--- src/sv/uvs_div_cell.sv ---
// ----------------------------------------------------------------------------
// Divider cell
// One restoring step of the texture coordinate division: shifts in a zero
// bit, subtracts the divisor when it fits and registers the result.
// ----------------------------------------------------------------------------
module uvs_div_cell (
    input  logic        aclk,
    input  logic        en,
    input  logic [7:0]  rem_i,
    input  logic [16:0] quo_i,
    input  logic [7:0]  dvs_i,
    output logic [7:0]  rem_o,
    output logic [16:0] quo_o,
    output logic [7:0]  dvs_o
);

    logic [8:0]  trial;
    logic [8:0]  diff;
    logic        fits;
    logic [7:0]  rem_next;
    logic [16:0] quo_next;
    logic [7:0]  rem_reg;
    logic [16:0] quo_reg;
    logic [7:0]  dvs_reg;

    always_comb begin
        trial    = {rem_i, 1'b0};
        diff     = trial - {1'b0, dvs_i};
        fits     = (trial >= {1'b0, dvs_i});
        rem_next = fits ? diff[7:0] : trial[7:0];
        quo_next = {quo_i[15:0], fits};
    end

    always_ff @(posedge aclk) begin
        if (en) begin
            rem_reg <= rem_next;
            quo_reg <= quo_next;
            dvs_reg <= dvs_i;
        end
    end

    assign rem_o = rem_reg;
    assign quo_o = quo_reg;
    assign dvs_o = dvs_reg;

endmodule

--- config.mk ---
export PLATFORM = sky130hd
export DESIGN_NAME = uvs_div_cell
export DESIGN_NICKNAME = d
export VERILOG_FILES = /design/src/sv/uvs_div_cell.sv
export SDC_FILE = /design/constraint.sdc
export NUM_CORES = 1
export LEC_CHECK = 0
export ABC_AREA = 1
export BUFFER_PORTS_ARGS = -buffer_cell sky130_fd_sc_hd__buf_2
export CELL_PAD_IN_SITES_DETAIL_PLACEMENT = 0
export CELL_PAD_IN_SITES_GLOBAL_PLACEMENT = 1
export CORE_MARGIN = 5
export CORE_UTILIZATION = 35
export DETAILED_ROUTE_END_ITERATION = 16
export HOLD_SLACK_MARGIN = 0.1
export PLACE_DENSITY_LB_ADDON = 0.1
export SLEW_MARGIN = 20
export SYNTH_ARGS = -nofsm -noshare
export SYNTH_HDL_FRONTEND = slang
export SYNTH_SLANG_ARGS = --single-unit
--- constraint.sdc ---
create_clock -name aclk -period 2.7 [get_ports aclk]
set_input_delay 0.81 -clock aclk [delete_from_list [all_inputs] [get_ports aclk]]
set_output_delay 0.81 -clock aclk [all_outputs]
set_load 0.02 [all_outputs]
==> results_dict.tcl <==
set metrics [dict create \
    finalPower_uw 1239 \
    grt_max_degree 34 \
    synth_top_family_by_area "simple AND/OR/NAND/NOR gates" \
    cts_tree "built" \
    rsz0062_at_grt "false" \
    cts_hold_buf 0 \
    critPathArrivalTime_ps 2130 \
    drcViolationCount 0 \
    drive_gt1_share_pct 38.79 \
    clock-root-buffer "clkbuf_8" \
    clkSlewWorstSetupHoldPaths_ps 60 \
    ys_seq_elements 33 \
    dieArea_um2 5885 \
    gp_congestion 0.7976 \
    io_buffers 66 \
    min_path_cells 1 \
    p_leak_uw 0.001013 \
    antenna_found_initial 0 \
    maxCapViolations 0 \
    yosysSeqAreaShare_pct 63.61 \
    wl_um 3342 \
    antenna_left 0 \
    core_region_area_um2 4324 \
    grtUsageMet1_pct 14.14 \
    cp.depth 12 \
    cp_cell_sequence "buf_2 -> inv_1 -> ha_1 -> ha_1 -> nand2_1 -> nor2_1 -> nand2_1 -> nand2_2 -> nor2_4 -> nand2_4 -> nand2_1 -> nand2_1" \
    use_met2_pct 19.02 \
    final.setup.tns_ps 0 \
    yosys.area.top_type "edfxtp_1" \
    grt_pass1_wl_um 5595 \
    seq_area_um2 991.0 \
    fin_cells 266 \
    p_clk_share_pct 27.5 \
    met3_usage_pct 4.215 \
    grt_pass1_vias 1213 \
    p_per_area_nw_per_um2 606.5 \
    cts_buffer_depth 2 \
    slew_viol_final 0 \
    synth_area_um2 1558 \
    final_nets 257 \
    critPathBufInv 2 \
    syn_avg_cell_area_um2 11.21 \
    post_cts_buffers 0 \
    die_w_um 76.72 \
    switching_share_pct 27.68 \
    yosys-top-cells-area "edfxtp_1 (64%), nand2_1 (9.2%), ha_1 (6.4%), inv_1 (5.1%), nand3_1 (4.2%)" \
    wl_per_cell_um 12.56 \
    vias_per_cell 4.402 \
    grt_usage_pct 11.75 \
    cp_top_family "simple AND/OR/NAND/NOR gates" \
    vias 1171 \
    tightest_slew_ps 722.1 \
    synth_edf_count 33 \
    final_common_cell "buf_2" \
    syn_inst 139 \
    ys.flop_type "edfxtp_1" \
    synthXorXnorAreaFrac_pct 1.687 \
    synthMuxAreaShare_pct 0 \
    final_util_pct 47.25 \
    syn_nets 183 \
    area_growth_pct 31.16 \
    power.internal_uw 896.2 \
    die_height_um 76.72 \
    grt-ovfl-total 0 \
    yosysUniqueCellTypes 17 \
    synth_top_area_share_pct 63.61 \
    status "finished clean" \
    yosys_warnings 0 \
    crit_required_ps 2730 \
    setup_ws_ps 604.3 \
    hold_class "in2reg" \
    fmax_mhz 477.2 \
    pwr-share-comb_pct 21.7 \
    final_hold_viol_count 0 \
    start_kind "primary input" \
    cp_slowest_stage_delay_ps 280 \
    cts_resized 0 \
    seq_power_share_pct 50.9 \
    cp_max_fo 8 \
    dr.pass1.iters 4 \
    drt_iter0_drc 48 \
    multi_input_comb_area_um2 484.2 \
    cts_num_sinks 33 \
    crit_type "in2reg" \
    async_flop_share_pct 0 \
    grt-busiest-layer "met2" \
    cts_buffers 5 \
    cp-end-kind "register" \
    h-tree-depth 2 \
    nFillCells 437 \
    ios 68 \
    switchingPower_uw 343.1 \
    yosys.area_share.simple_pct 20.40 \
    slowest_stage "ha_1" \
    start_util_pct 36.02 \
    mostFrequentLayoutCells "buf_2 (66), nand2_1 (38), edfxtp_1 (33)" \
    ir_drop_v 0.0002001 \
    slew_headroom_pct 51.86 \
    dp_slack_ps 294.4 \
    dpl.hpwl_um 2623 \
    period_share_pct 77.62 \
    synthAdderAreaFrac_pct 7.711 \
    period_minus_slack_ps 2096 \
    dp.cells 258 \
    setup_viol 0 \
    rows 24 \
    cpMostUsedCell "nand2_1" \
    synth_compound_area_share_pct 1.285 \
    antenna_cells 0 \
]
[final cells by class]
class                           instances  area share (%)
Sequential cell                        33           48.50
Multi-Input combinational cell         84           23.70
Timing Repair Buffer                   67           16.53
Inverter                               22           4.042
Clock buffer                            6           3.552
Tap cell                               52           3.184
Clock inverter                          2          0.4899
[registers in the layout, indices dropped and copies added (netlist names)]
register and flops:
quo_o 17, dvs_o 8, rem_o 8
[power groups by stage]
stage | clock network (µW) | registers (µW) | logic (µW)
2_1_floorplan | 0 | 709 | 102
3_3_place_gp | 0 | 641 | 270
3_5_place_dp | 0 | 642 | 272
4_1_cts | 357 | 631 | 273
5_1_grt | 380 | 635 | 299
6_report | 340 | 631 | 268
[metal layers]
metal  wire length (µm)  vias up
li1                   -      607
met1               1455      520
met2               1563       39
met3                267        5
met4                 55        0
met5                  0        -
[worst paths after layout]
| path | to | start | slack [ps] |
|---|---|---|---|
| worst max-delay path | rem_o[5] | dvs_i[1] | 600 |
| worst min-delay path | quo_o[2] | quo_i[1] | 710 |
[cells by family after synthesis]
kind of cell | Yosys count
flip-flops | 33
XOR/XNOR | 3
adder cells (fa/ha/maj) | 9
AO/OA/AOI/OAI | 4
AND/OR/NAND/NOR | 68
buffers and inverters | 22
[per-stage QoR]
stage	hold WS [ps]	area (µm²)
2_1_floorplan	908.9	1558
3_3_place_gp	986.1	1961
3_5_place_dp	988.6	1961
4_1_cts	694.5	2043
5_1_grt	691.1	2043
6_report	707.3	2043
[synthesized netlist by cell type (2+ instances only)]
cell and number:
inv_1 21, nand2_1 38, nand2_2 4, a21oi_1 4, nand3_1 13, nand2_4 2, edfxtp_1 33, xnor2_1 2
nor2_1 7, ha_1 8
Power figures use the tool's default switching activity.
