`config.mk`:
```
export PLATFORM = sky130hd
export DESIGN_NAME = uvs_cordic_cell
export DESIGN_NICKNAME = d
export VERILOG_FILES = /design/src/sv/uvs_pkg.sv /design/src/sv/uvs_cordic_cell.sv
export SDC_FILE = /design/constraint.sdc
export NUM_CORES = 1
export LEC_CHECK = 0
export ABC_AREA = 0
export BUFFER_PORTS_ARGS = -buffer_cell sky130_fd_sc_hd__buf_2
export CAP_MARGIN = 20
export CORE_MARGIN = 1.5
export CORE_UTILIZATION = 32
export CTS_CLUSTER_SIZE = 12
export DETAILED_ROUTE_END_ITERATION = 10
export GPL_ROUTABILITY_DRIVEN = 0
export HOLD_SLACK_MARGIN = 0.05
export PLACE_DENSITY = 0.48
export SETUP_SLACK_MARGIN = 0.3
export SYNTH_ARGS = -nofsm -noshare
export SYNTH_HDL_FRONTEND = slang
export SYNTH_SLANG_ARGS = --single-unit
```
`constraint.sdc`:
```
create_clock -name aclk -period 8.13 [get_ports aclk]
set_input_delay 0.813 -clock aclk [delete_from_list [all_inputs] [get_ports aclk]]
set_output_delay 0.813 -clock aclk [all_outputs]
set_load 0.02 [all_outputs]
```
`src/sv/uvs_pkg.sv`:
```
// ----------------------------------------------------------------------------
// UV sphere vertex generator package
// Shared widths, register indexes, arctangent table and rounding helpers.
// ----------------------------------------------------------------------------
package uvs_pkg;

    localparam int CORDIC_STAGES = 16;
    localparam int ATAN_ENTRIES  = 24;
    localparam int DIV_STEPS     = 16;
    localparam int IDX_W         = $clog2(ATAN_ENTRIES);
    localparam int CW            = 34;   // Q2.30 datapath width with headroom

    localparam logic signed [CW-1:0] CORDIC_GAIN_Q30 = 34'sd652032874;

    // configuration register indexes
    typedef enum logic [1:0] {
        REG_RADIUS = 2'd0,
        REG_COLS   = 2'd1,
        REG_RINGS  = 2'd2,
        REG_NONE   = 2'd3
    } cfg_reg_t;

    // arctangent of 2^-i, 2^32 per full turn
    localparam logic signed [CW-1:0] ATAN_TURN32 [ATAN_ENTRIES] = '{
        34'sh020000000, 34'sh012E4051E, 34'sh009FB385B, 34'sh0051111D4,
        34'sh0028B0D43, 34'sh00145D7E1, 34'sh000A2F61E, 34'sh000517C55,
        34'sh00028BE53, 34'sh000145F2F, 34'sh0000A2F98, 34'sh0000517CC,
        34'sh000028BE6, 34'sh0000145F3, 34'sh00000A2FA, 34'sh00000517D,
        34'sh0000028BE, 34'sh00000145F, 34'sh000000A30, 34'sh000000518,
        34'sh00000028C, 34'sh000000146, 34'sh0000000A3, 34'sh000000051
    };

    // per-point data that rides alongside the arithmetic chains
    typedef struct packed {
        logic [15:0] quad_base;
        logic        quad_valid;
        logic [16:0] tex_u;
        logic [16:0] tex_v;
    } side_t;

    // Q2.30 to Q1.15, round half up, saturate
    function automatic logic signed [15:0] q30_to_q15(input logic signed [CW-1:0] v);
        logic signed [CW-1:0] t;
        t = (v + 34'sd16384) >>> 15;
        if (t > 34'sd32767) begin
            return 16'sh7FFF;
        end else if (t < -34'sd32768) begin
            return 16'sh8000;
        end
        return t[15:0];
    endfunction

    // Q2.30 product of two Q1.15 values back to Q1.15, round half up, saturate
    function automatic logic signed [15:0] prod_to_q15(input logic signed [31:0] p);
        logic signed [CW-1:0] t;
        t = (CW'(p) + 34'sd16384) >>> 15;
        if (t > 34'sd32767) begin
            return 16'sh7FFF;
        end else if (t < -34'sd32768) begin
            return 16'sh8000;
        end
        return t[15:0];
    endfunction

endpackage

```
`src/sv/uvs_cordic_cell.sv`:
```
// ----------------------------------------------------------------------------
// CORDIC cell
// One rotation-mode micro-rotation; the stage number selects shift and angle.
// ----------------------------------------------------------------------------
module uvs_cordic_cell (
    input  logic                           aclk,
    input  logic                           en,
    input  logic [uvs_pkg::IDX_W-1:0]      stage_i,
    input  logic signed [uvs_pkg::CW-1:0]  x_i,
    input  logic signed [uvs_pkg::CW-1:0]  y_i,
    input  logic signed [uvs_pkg::CW-1:0]  z_i,
    input  logic [1:0]                     quad_i,
    output logic signed [uvs_pkg::CW-1:0]  x_o,
    output logic signed [uvs_pkg::CW-1:0]  y_o,
    output logic signed [uvs_pkg::CW-1:0]  z_o,
    output logic [1:0]                     quad_o
);

    logic signed [uvs_pkg::CW-1:0] dx;
    logic signed [uvs_pkg::CW-1:0] dy;
    logic signed [uvs_pkg::CW-1:0] ang;
    logic signed [uvs_pkg::CW-1:0] x_next;
    logic signed [uvs_pkg::CW-1:0] y_next;
    logic signed [uvs_pkg::CW-1:0] z_next;
    logic signed [uvs_pkg::CW-1:0] x_reg;
    logic signed [uvs_pkg::CW-1:0] y_reg;
    logic signed [uvs_pkg::CW-1:0] z_reg;
    logic [1:0]                    quad_reg;

    always_comb begin
        dx  = y_i >>> stage_i;
        dy  = x_i >>> stage_i;
        ang = uvs_pkg::ATAN_TURN32[stage_i];
        // rotate toward zero residual angle
        if (!z_i[uvs_pkg::CW-1]) begin
            x_next = x_i - dx;
            y_next = y_i + dy;
            z_next = z_i - ang;
        end else begin
            x_next = x_i + dx;
            y_next = y_i - dy;
            z_next = z_i + ang;
        end
    end

    always_ff @(posedge aclk) begin
        if (en) begin
            x_reg    <= x_next;
            y_reg    <= y_next;
            z_reg    <= z_next;
            quad_reg <= quad_i;
        end
    end

    assign x_o    = x_reg;
    assign y_o    = y_reg;
    assign z_o    = z_reg;
    assign quad_o = quad_reg;

endmodule

```
==> results of run 1 <==
-- Yosys cell counts, types with 24 or more instances --
cell type,count,area [um^2]
nor2b_1,24,150
mux2i_1,83,831
nand2_1,126,473
xor2_1,65,569
nand3_1,35,175
edfxtp_1,104,3120
inv_1,38,143
and2_1,24,150
a21oi_1,150,751
nand2b_1,29,181
a21o_1,59,443
nor2_1,156,586
a31oi_1,32,200
nor3_1,31,155
mux4_2,59,1330
clkbuf_1,46,173
ha_1,110,1380
xnor2_1,111,972
o21ai_0,90,450
-- area by class of cell --
type                       count  share of cell area, %
timing repair buffer         249                   7.86
inverter                      42                  0.913
tap                          615                   4.45
sequential                   104                   18.1
multi-input combinational   1509                   67.2
clock buffer                  10                   1.33
clock inverter                 6                  0.210
-- final timing paths --
check       start   endpoint  slack [ns]  cells after the start
min     quad_i[0]  quad_o[0]        0.59                      1
max    stage_i[0]    x_o[33]        1.28                     22
-- registers in the layout, indices dropped and copies added, names as in the netlist --
signal,cells
x_o,34
y_o,34
z_o,34
quad_o,2
-- power by group through the flow --
stage          clock [uW]  sequential (uW)  combinational (uW)
4_1_cts               446              841                1800
5_1_grt               460              851                1960
3_3_place_gp            0              849                1790
3_5_place_dp            0              850                1780
6_report              426              836                1810
2_1_floorplan           0             1040                1090
-- cells by family after synthesis --
| logic type | after synthesis | synth area share (%) |
|---|---|---|
| AO/OA/AOI/OAI | 559 | 24.5 |
| AND/OR/NAND/NOR | 494 | 15.6 |
| XOR/XNOR | 176 | 10.0 |
| multiplexers | 167 | 16.0 |
| buffers and inverters | 138 | 4.13 |
| adder cells (fa/ha/maj) | 113 | 9.36 |
| flip-flops | 104 | 20.3 |
-- routing by layer --
metal / vias up / track usage, % / wire length [um]
met3: 127 / 4.36 / 5120
met4: 4 / 9.66 / 2020
met5: - / 0 / 24
met2: 771 / 35.3 / 25400
met1: 7284 / 32.7 / 26200
li1: 7021 / - / -
-- critical path, stage by stage --
cell       delay (ns)
buf_6            0.68
buf_12           0.30
mux2i_1          0.37
mux4_2           0.35
o22ai_1          0.08
a211oi_1         0.54
nand3_1          0.22
or3_1            0.44
nor2_2           0.28
a21oi_1          0.12
xor2_1           0.17
ha_1             0.38
a21o_1           0.21
a21o_1           0.17
a21oi_1          0.13
o21ai_0          0.16
a221oi_1         0.38
a21oi_1          0.16
o2111ai_1        0.28
a21boi_0         0.15
o41ai_1          0.42
xnor2_1          0.10
-- stage by stage --
| step | setup slack, ns | util, % |
|---|---|---|
| after global placement | 1.04 | 35.8 |
| after detailed placement | 0.912 | 35.8 |
| after global routing | 0.801 | 36.3 |
| after floorplan | 1.92 | - |
| final | 1.28 | 36.3 |
| after CTS | 1.37 | 36.3 |
-- placed cells by master (no fill, tap or decap), drive strengths merged, types with 24 or more instances in the layout --
cell | Yosys | routed
edfxtp | 104 | 104
a31oi | 32 | 32
nor2b | 24 | 24
a21oi | 150 | 150
nand2b | 29 | 29
a21o | 59 | 59
inv | 41 | 41
mux2i | 85 | 85
nand3 | 35 | 35
nor2 | 157 | 157
mux4 | 59 | 59
xor2 | 65 | 65
a211oi | 24 | 24
o21ai | 91 | 91
nor3 | 32 | 32
xnor2 | 111 | 111
buf | 50 | 249
nand2 | 126 | 126
ha | 110 | 110
and2 | 25 | 25
==> summary.txt, run 1 <==
STA
  – Worst relative slew slack: 28.0%
  – RSZ-0062 raised after global routing: no
  – Slew Viols, Final: 0
  – Max Freq: 0.146 GHz
  – Final Hold Viols: 0
  – Fin crit period: 6.85 ns
  – Final Cycle Share: 84.3%
  – Fin Hold WS: 0.585 ns
  – Final setup fails: 0
  – Least-Margin Pin Slew: 1.08 ns
  – TNS Setup: 0 ns

Synth
  – Mapped cell area: 15400 um^2
  – Syn Nets: 1975
  – Netlist cell types: 94
  – Post-synth ARST share: 0%
  – Sequential cell area fraction in the yosys report: 20.3%
  – Post-synth EDFFs: 104
  – #FFs+latches synth: 104
  – Ys flop type: edfxtp_1
  – Syn avg cell area: 8.77 um^2
  – Mapped Cells: 1751
  – Yosys warns: 0

Clock network
  – Htree depth: 3
  – Post-cts sizing count: 0
  – Hold bufs inserted after CTS: 0
  – CTS Root Cell: clkbuf_16
  – CTS tree: yes
  – Setup bufs post-CTS: 0
  – CTS Buf Count: 9
  – Clock sinks: 104
  – Max Root-Sink Buffers: 2
  – Clock transition at path regs: 0.07 ns

Cells and area
  – Ant. Diodes: 0
  – Layout fillers: 4928
  – Final nets: 2139
  – Syn-to-layout area delta: 12.5%
  – Post-route cell area: 17300 um^2
  – FF+latch area: 3120 um^2
  – Post-route insts no fill: 2535
  – Layout cells sized above 1: 19.5%
  – Multi-input gate area: 11600 um^2

Power and ir drop
  – Sequential Power Share: 27.3%
  – Leakage: 0.00716 uW
  – Pwr per Cell Area: 178 nW/um^2
  – Logic gate share of total power: 58.9%
  – Max VDD drop: 0.0981 mV
  – Switching Fraction: 44.2%
  – Total power: 3070 uW
  – Switch Pwr: 1360 uW
  – Clock group share of total power: 13.9%
  – Design internal power: 1710 uW

Routing
  – Via density: 6.00
  – Post-route ant nets: 0
  – Routed WL: 58800 um
  – Drt pass-1 iters: 6
  – Wire length per cell: 23.2 um
  – Via count: 15200
  – Drt first-iter violations: 1617
  – DRC Markers: 0

Die
  – Die width: 222 um
  – CORE AREA: 47500 um^2
  – Io pins: 215
  – Chip Height: 222 um
  – Die ar.: 49300 um^2
  – Initial Util: 32.3%
  – Placement row count: 80

Critical path
  – Crit Path Max Fanout: 90
  – CP Capture Type: flip-flop
  – Worst EP arrival: 7.00 ns
  – CP Launch Type: input pin
  – CP Class: in -> reg
  – WP data required: 8.28 ns

Global routing
  – Vias in the first global route: 14700
  – Initial antenna violation count: 3
  – Global-route wire length before repair: 88300 um
  – GRT Resource Usage Total: 23.4%
  – Largest net degree at the start of global routing: 91
  – Grt ovf: 0

Outcome
  – Status: finished clean

Place
  – Area after DPL: 17000 um^2
  – Placed insts: 2519
  – DP HPWL: 45500 um
  – Port buffer count: 214

Hold path
  – Min-delay worst type: in -> reg

Flow run
  – # Max-Cap Violations: 0
(Power assumes the default switching activity.)
==> run 2, diff against run 1 <==
--- a/config.mk
+++ b/config.mk
@@ -14,7 +14,7 @@
 export DETAILED_ROUTE_END_ITERATION = 10
 export GPL_ROUTABILITY_DRIVEN = 0
 export HOLD_SLACK_MARGIN = 0.05
-export PLACE_DENSITY = 0.48
+export PLACE_DENSITY = 0.49
 export SETUP_SLACK_MARGIN = 0.3
 export SYNTH_ARGS = -nofsm -noshare
 export SYNTH_HDL_FRONTEND = slang
==> constraint.sdc (replaced) <==
create_clock -name aclk -period 5.7 [get_ports aclk]
set_input_delay 0.57 -clock aclk [delete_from_list [all_inputs] [get_ports aclk]]
set_output_delay 0.57 -clock aclk [all_outputs]
set_load 0.02 [all_outputs]
==> run 2 against run 1 <==
  * Sequential share of layout area down 3.4 points
  * Worst hold slack worse by 0.24 ns
  * Cell area up 23%
  * Count of clock-buffer cells in the layout unchanged
  * Sequential cell count unchanged
  * Non-clock buffer count up 425
  * Setup slack worse by 0.87 ns
  * Global-route usage up 1.3 points
==> summary.txt, run 2 (synthesis gave the netlist of run 1 again) <==
Place
  – Port buffer count: 214 (unchanged)
  – Pre-CTS setup slack: -0.483 ns (-1.39 ns)
  – Area after DPL: 20300 um^2 (+19%)
  – DP HPWL: 50700 um (+11%)
  – Placed insts: 2924 (+16%)

Critical path
  – CP Capture Type: flip-flop
  – WP data required: 5.84 ns (-2.44 ns)
  – Worst EP arrival: 5.42 ns (-1.58 ns)
  – CP Class: in -> reg
  – Crit Path Max Fanout: 5 (-94%)
  – CP Launch Type: input pin

Cells and area
  – Layout fillers: 4695 (-4.7%)
  – Ant. Diodes: 0 (unchanged)
  – Most frequent cells in the layout: 438 x buf_4, 210 x buf_2, 152 x nor2_1, 139 x a21oi_1, 126 x nand2_1
  – Post-route insts no fill: 2960 (+17%)
  – Final nets: 2564 (+20%)
  – Layout cells sized above 1: 37.4% (+18 points)
  – Post-route cell area: 21300 um^2 (+23%)
  – Syn-to-layout area delta: 38.6%
  – Commonest non-fill, non-tap cell in the layout: buf_4

Global routing
  – Grt ovf: 0 (unchanged)
  – GRT Resource Usage Total: 24.7% (+1.3 points)
  – Global-route wire length before repair: 94400 um (+6.8%)
  – Initial antenna violation count: 1 (-2)
  – Largest net degree at the start of global routing: 57 (-37%)
  – Vias in the first global route: 16100 (+9.4%)

Routing
  – Via density: 5.66 (-5.7%)
  – Drt pass-1 iters: 8 (+2)
  – Post-route ant nets: 0 (unchanged)
  – Wire length per cell: 21.2 um (-8.8%)
  – Drt first-iter violations: 1608 (-0.56%)
  – DRC Markers: 0 (unchanged)
  – Via count: 16700 (+10%)
  – Routed WL: 62600 um (+6.5%)

Clock network
  – CTS Root Cell: clkbuf_16
  – Htree depth: 3 (unchanged)
  – Clock sinks: 104 (unchanged)
  – CTS tree: yes
  – Hold bufs inserted after CTS: 0 (unchanged)
  – Max Root-Sink Buffers: 2 (unchanged)
  – Clock transition at path regs: 0.07 ns (about the same)
  – CTS Buf Count: 9 (unchanged)

Die
  – Io pins: 215 (unchanged)
  – Die ar.: 49300 um^2 (unchanged)
  – Placement row count: 80 (unchanged)
  – CORE AREA: 47500 um^2 (unchanged)
  – Chip Height: 222 um (unchanged)
  – Die width: 222 um (unchanged)
  – Initial Util: 32.3% (unchanged)

STA
  – Slew Viols, Final: 0 (unchanged)
  – Worst relative slew slack: 45.7% (+18 points)
  – Fin Hold WS: 0.349 ns (-0.236 ns)
  – RSZ-0062 raised after global routing: yes
  – Least-Margin Pin Slew: 0.805 ns (-0.273 ns)
  – Max Freq: 0.189 GHz
  – Final Hold Viols: 0 (unchanged)
  – Final Cycle Share: 92.7%
  – Fin crit period: 5.29 ns
  – TNS Setup: 0 ns (unchanged)
  – Final Worst Setup Slack: 0.414 ns (-0.865 ns)
  – Final setup fails: 0 (unchanged)

Power and ir drop
  – Max VDD drop: 0.147 mV (+50%)
  – Pwr per Cell Area: 243 nW/um^2 (+37%)
  – Leakage: 0.00950 uW (+33%)

Hold path
  – Min-delay worst type: in -> reg

Outcome
  – Status: finished clean

Flow run
  – # Max-Cap Violations: 0 (unchanged)
[run 2: metal layers]
layer  global-route usage [%]  vias to the layer above  share of wire [%]
li1                         -                     7889                  -
met1                     34.5                     7976                 45
met2                     37.9                      725                 43
met3                     4.40                      154                7.9
met4                     9.15                        2                4.1
met5                        0                        -              0.018
[run 2: power by group]
| group | internal, uW | switching [uW] |
|---|---|---|
| registers | 1140 | 48.0 |
| logic | 1480 | 1760 |
| clock network | 427 | 310 |
| total | 3050 | 2120 |
[run 2: per-stage QoR]
stage          util, %  total power [uW]
6_report          44.8              5160
3_5_place_dp      42.7              4290
4_1_cts           43.6              5090
5_1_grt           44.8              5490
2_1_floorplan        -              3050
3_3_place_gp      42.7              4280
[run 2: repair_timing]
item	in CTS	in global routing
pin swaps	1	38
buffers inserted	0	17
resized for setup	19	86
endpoints found under the setup margin	13	32
gates cloned	0	3
[run 2: final timing paths]
path | from | to | slack [ns] | cells after the start
worst min-delay path | quad_i[0] | quad_o[0] | 0.35 | 1
worst max-delay path | stage_i[0] | y_o[33] | 0.41 | 23
[run 2: final cells by class]
| class | count | area [um^2] | share of cell area (%) |
|---|---|---|---|
| clock buffer | 10 | 229 | 1.08 |
| clock inverter | 6 | 108 | 0.505 |
| sequential | 104 | 3120 | 14.7 |
| inverter | 42 | 160 | 0.752 |
| timing repair buffer | 674 | 4810 | 22.6 |
| tap | 615 | 769 | 3.61 |
| multi-input combinational | 1509 | 12100 | 56.8 |
[run 2: critical path, stage by stage]
cell and delay [ns]:
buf_16 0.11, buf_4 0.17, mux2_2 0.40, a221oi_4 0.30, a211oi_2 0.14, a221o_1 0.36
or3_4 0.45, buf_6 0.14, nor4b_4 0.36, and2_4 0.21, a21oi_1 0.07, xor2_1 0.16
ha_1 0.33, a21oi_2 0.16, nor2_1 0.05, nor2_1 0.09, o21ai_1 0.09, a21oi_2 0.18
a31oi_2 0.12, a41o_1 0.21, o31a_1 0.30, o31a_1 0.31, xnor2_1 0.12
==> run 3, diff against run 2 <==
--- a/config.mk
+++ b/config.mk
@@ -5,7 +5,7 @@
 export SDC_FILE = /design/constraint.sdc
 export NUM_CORES = 1
 export LEC_CHECK = 0
-export ABC_AREA = 0
+export ABC_AREA = 1
 export BUFFER_PORTS_ARGS = -buffer_cell sky130_fd_sc_hd__buf_2
 export CAP_MARGIN = 20
 export CORE_MARGIN = 1.5
==> run 3 against run 2 <==
  * Sequential share of layout area rose by 3.3 points
  * Combinational power fell by 22%
  * Global-route usage is 2.0 points lower
  * Setup slack better by 0.35 ns
  * Largest power group unchanged
==> summary.txt, run 3 <==
Cells and area
  – Final nets: 2879 (+12%)
  – Ant. Diodes: 0 (unchanged)
  – Layout cells sized above 1: 12.2% (-25 points)
  – Core Util, Final: 36.5% (-8.2 points)
  – Commonest non-fill, non-tap cell in the layout: nand2_1
  – Syn-to-layout area delta: 13.2%
  – Post-route cell area: 17400 um^2 (-18%)
  – Most frequent cells in the layout: 803 x nand2_1, 386 x nand3_1, 213 x buf_2, 209 x inv_1, 190 x nor2_1

Die
  – Placement row count: 80 (unchanged)
  – Die width: 222 um (about the same)
  – Io pins: 215 (unchanged)
  – CORE AREA: 47500 um^2 (unchanged)
  – Chip Height: 222 um (about the same)
  – Initial Util: 32.3% (about the same)
  – Die ar.: 49300 um^2 (about the same)

Clock network
  – CTS tree: yes
  – Max Root-Sink Buffers: 2 (unchanged)
  – Clock transition at path regs: 0.07 ns (about the same)
  – Clock sinks: 104 (unchanged)
  – CTS Buf Count: 9 (unchanged)
  – Hold bufs inserted after CTS: 0 (unchanged)
  – CTS Root Cell: clkbuf_16
  – Htree depth: 3 (unchanged)

Routing
  – Post-route ant nets: 0 (unchanged)
  – Drt pass-1 iters: 6 (-2)
  – DRC Markers: 0 (unchanged)
  – Via density: 5.19 (-8.2%)
  – Drt first-iter violations: 1232 (-23%)
  – Via count: 17000 (+1.6%)
  – Wire length per cell: 17.3 um (-18%)
  – Routed WL: 56600 um (-9.6%)

Synth
  – Top cells by count, synth: 803 x nand2_1, 386 x nand3_1, 210 x inv_1, 191 x nor2_1, 130 x a21oi_1
  – Mapped cell area: 15300 um^2 (about the same)
  – Mapped Cells: 2480 (+42%)
  – Ys flop type: edfxtp_1
  – Yosys warns: 0 (unchanged)
  – Sequential cell area fraction in the yosys report: 20.3% (about the same)
  – Syn avg cell area: 6.19 um^2 (-29%)
  – #FFs+latches synth: 104 (unchanged)
  – Post-synth ARST share: 0% (unchanged)
  – Syn Nets: 2704 (+37%)
  – Most common cell in the netlist: nand2_1
  – Leading area contributor after synthesis: edfxtp_1
  – Post-synth EDFFs: 104 (unchanged)
  – Netlist cell types: 50 (-47%)
  – Share of the synthesized area in the top cell type: 20.3% (about the same)
  – Top cells by area, synth: edfxtp_1 20%, nand2_1 20%, nand3_1 13%

Critical path
  – Max incr delay on CP: 0.58 ns (+0.13 ns)
  – Crit Path Max Fanout: 44 (+39)
  – CP Launch Type: input pin
  – CP Class: in -> reg
  – WP data required: 5.83 ns (about the same)
  – Crit-path slowest cell: nor4_1
  – Worst EP arrival: 5.07 ns (-0.35 ns)
  – Crit-path most repeated cell: nand3_1
  – CP Capture Type: flip-flop

STA
  – Final Cycle Share: 86.6% (-6.1 points)
  – Fin crit period: 4.94 ns (-0.350 ns)
  – Least-Margin Pin Slew: 0.721 ns (-0.0839 ns)
  – Max Freq: 0.203 GHz (+7.1%)
  – RSZ-0062 raised after global routing: no
  – Worst relative slew slack: 51.9% (+6.2 points)
  – Final Hold Viols: 0 (unchanged)
  – Fin Hold WS: 0.353 ns (+0.00421 ns)
  – Slew Viols, Final: 0 (unchanged)
  – TNS Setup: 0 ns (unchanged)
  – Final setup fails: 0 (unchanged)

Flow run
  – # Max-Cap Violations: 0 (unchanged)

Global routing
  – Vias in the first global route: 16300 (+1.3%)
  – GRT Resource Usage Total: 22.7% (-2.0 points)
  – Largest net degree at the start of global routing: 55 (-3.5%)
  – Global-route wire length before repair: 88200 um (-6.5%)
  – Grt ovf: 0 (unchanged)
  – Initial antenna violation count: 0 (-1)

Power and ir drop
  – Max VDD drop: 0.151 mV (+3.1%)
  – Total power: 4370 uW (-15%)
  – Pwr per Cell Area: 252 nW/um^2 (+3.7%)
  – Leakage: 0.00867 uW (-8.7%)

Outcome
  – Status: finished clean

Place
  – DP HPWL: 47400 um (-6.6%)
  – Area after DPL: 17100 um^2 (-16%)
  – Port buffer count: 214 (unchanged)

Hold path
  – Min-delay worst type: in -> reg
-- run 3: cell families (layout without fill, tap and decap cells) --
logic type / Yosys count / in the layout / share of synthesized area (%)
and+or+nand+nor: 1469 / 1469 / 40.7
AOI/OAI and AO/OA: 313 / 313 / 11.5
buffers and inverters: 309 / 489 / 8.32
xor gates and xnor gates: 171 / 171 / 9.76
adders and majority gates: 113 / 113 / 9.36
DFF: 104 / 104 / 20.3
muxes: 1 / 1 / 0.0652
-- run 3: report_power, final --
part	total (uW)	switching (uW)	internal, uW
clock network	641	301	340
logic	2530	1680	854
registers	1190	51.0	1140
-- run 3: repair_timing --
item	4_1_cts	5_1_grt
setup endpoints to repair	0	1
buffers inserted	0	0
gates resized for setup	0	1
endpoints found under the hold margin	0	0
-- run 3: area by class of cell --
type,instances,area [um^2]
Clock buffer,11,233
Timing Repair Buffer,250,1390
Multi-Input combinational cell,2067,11000
Inverter,223,837
Clock inverter,5,57.6
Sequential cell,104,3120
Fill cell,5282,30200
Tap cell,615,769
-- run 3: worst max-delay path: cells and delay by family --
family	cells	cell delay, ns
buf+inv	5	0.81
simple gates	18	2.87
xor+xnor	1	0.15
fa+ha+maj	2	0.51
compound gates	1	0.11
-- run 3: stage by stage --
stage / worst slack (ns) / std cells
finish: 0.764 / 3275
global route: 0.354 / 3275
CTS: 0.862 / 3275
detailed placement: 0.432 / 3259
global placement: 0.466 / 3259
floorplan: 1.12 / 2480
-- run 3: worst paths after layout --
kind,from,endpoint,slack [ns],cells after the start
worst max-delay path,stage_i[0],y_o[27],0.76,27
worst min-delay path,quad_i[0],quad_o[0],0.35,1
-- run 3: metal layers --
layer	track usage, %	up-vias	part of all wire, %
met2	39.8	492	48
met4	6.94	0	2.6
met5	0	-	0
met3	3.02	80	4.6
met1	28.9	7831	45
li1	-	8606	-
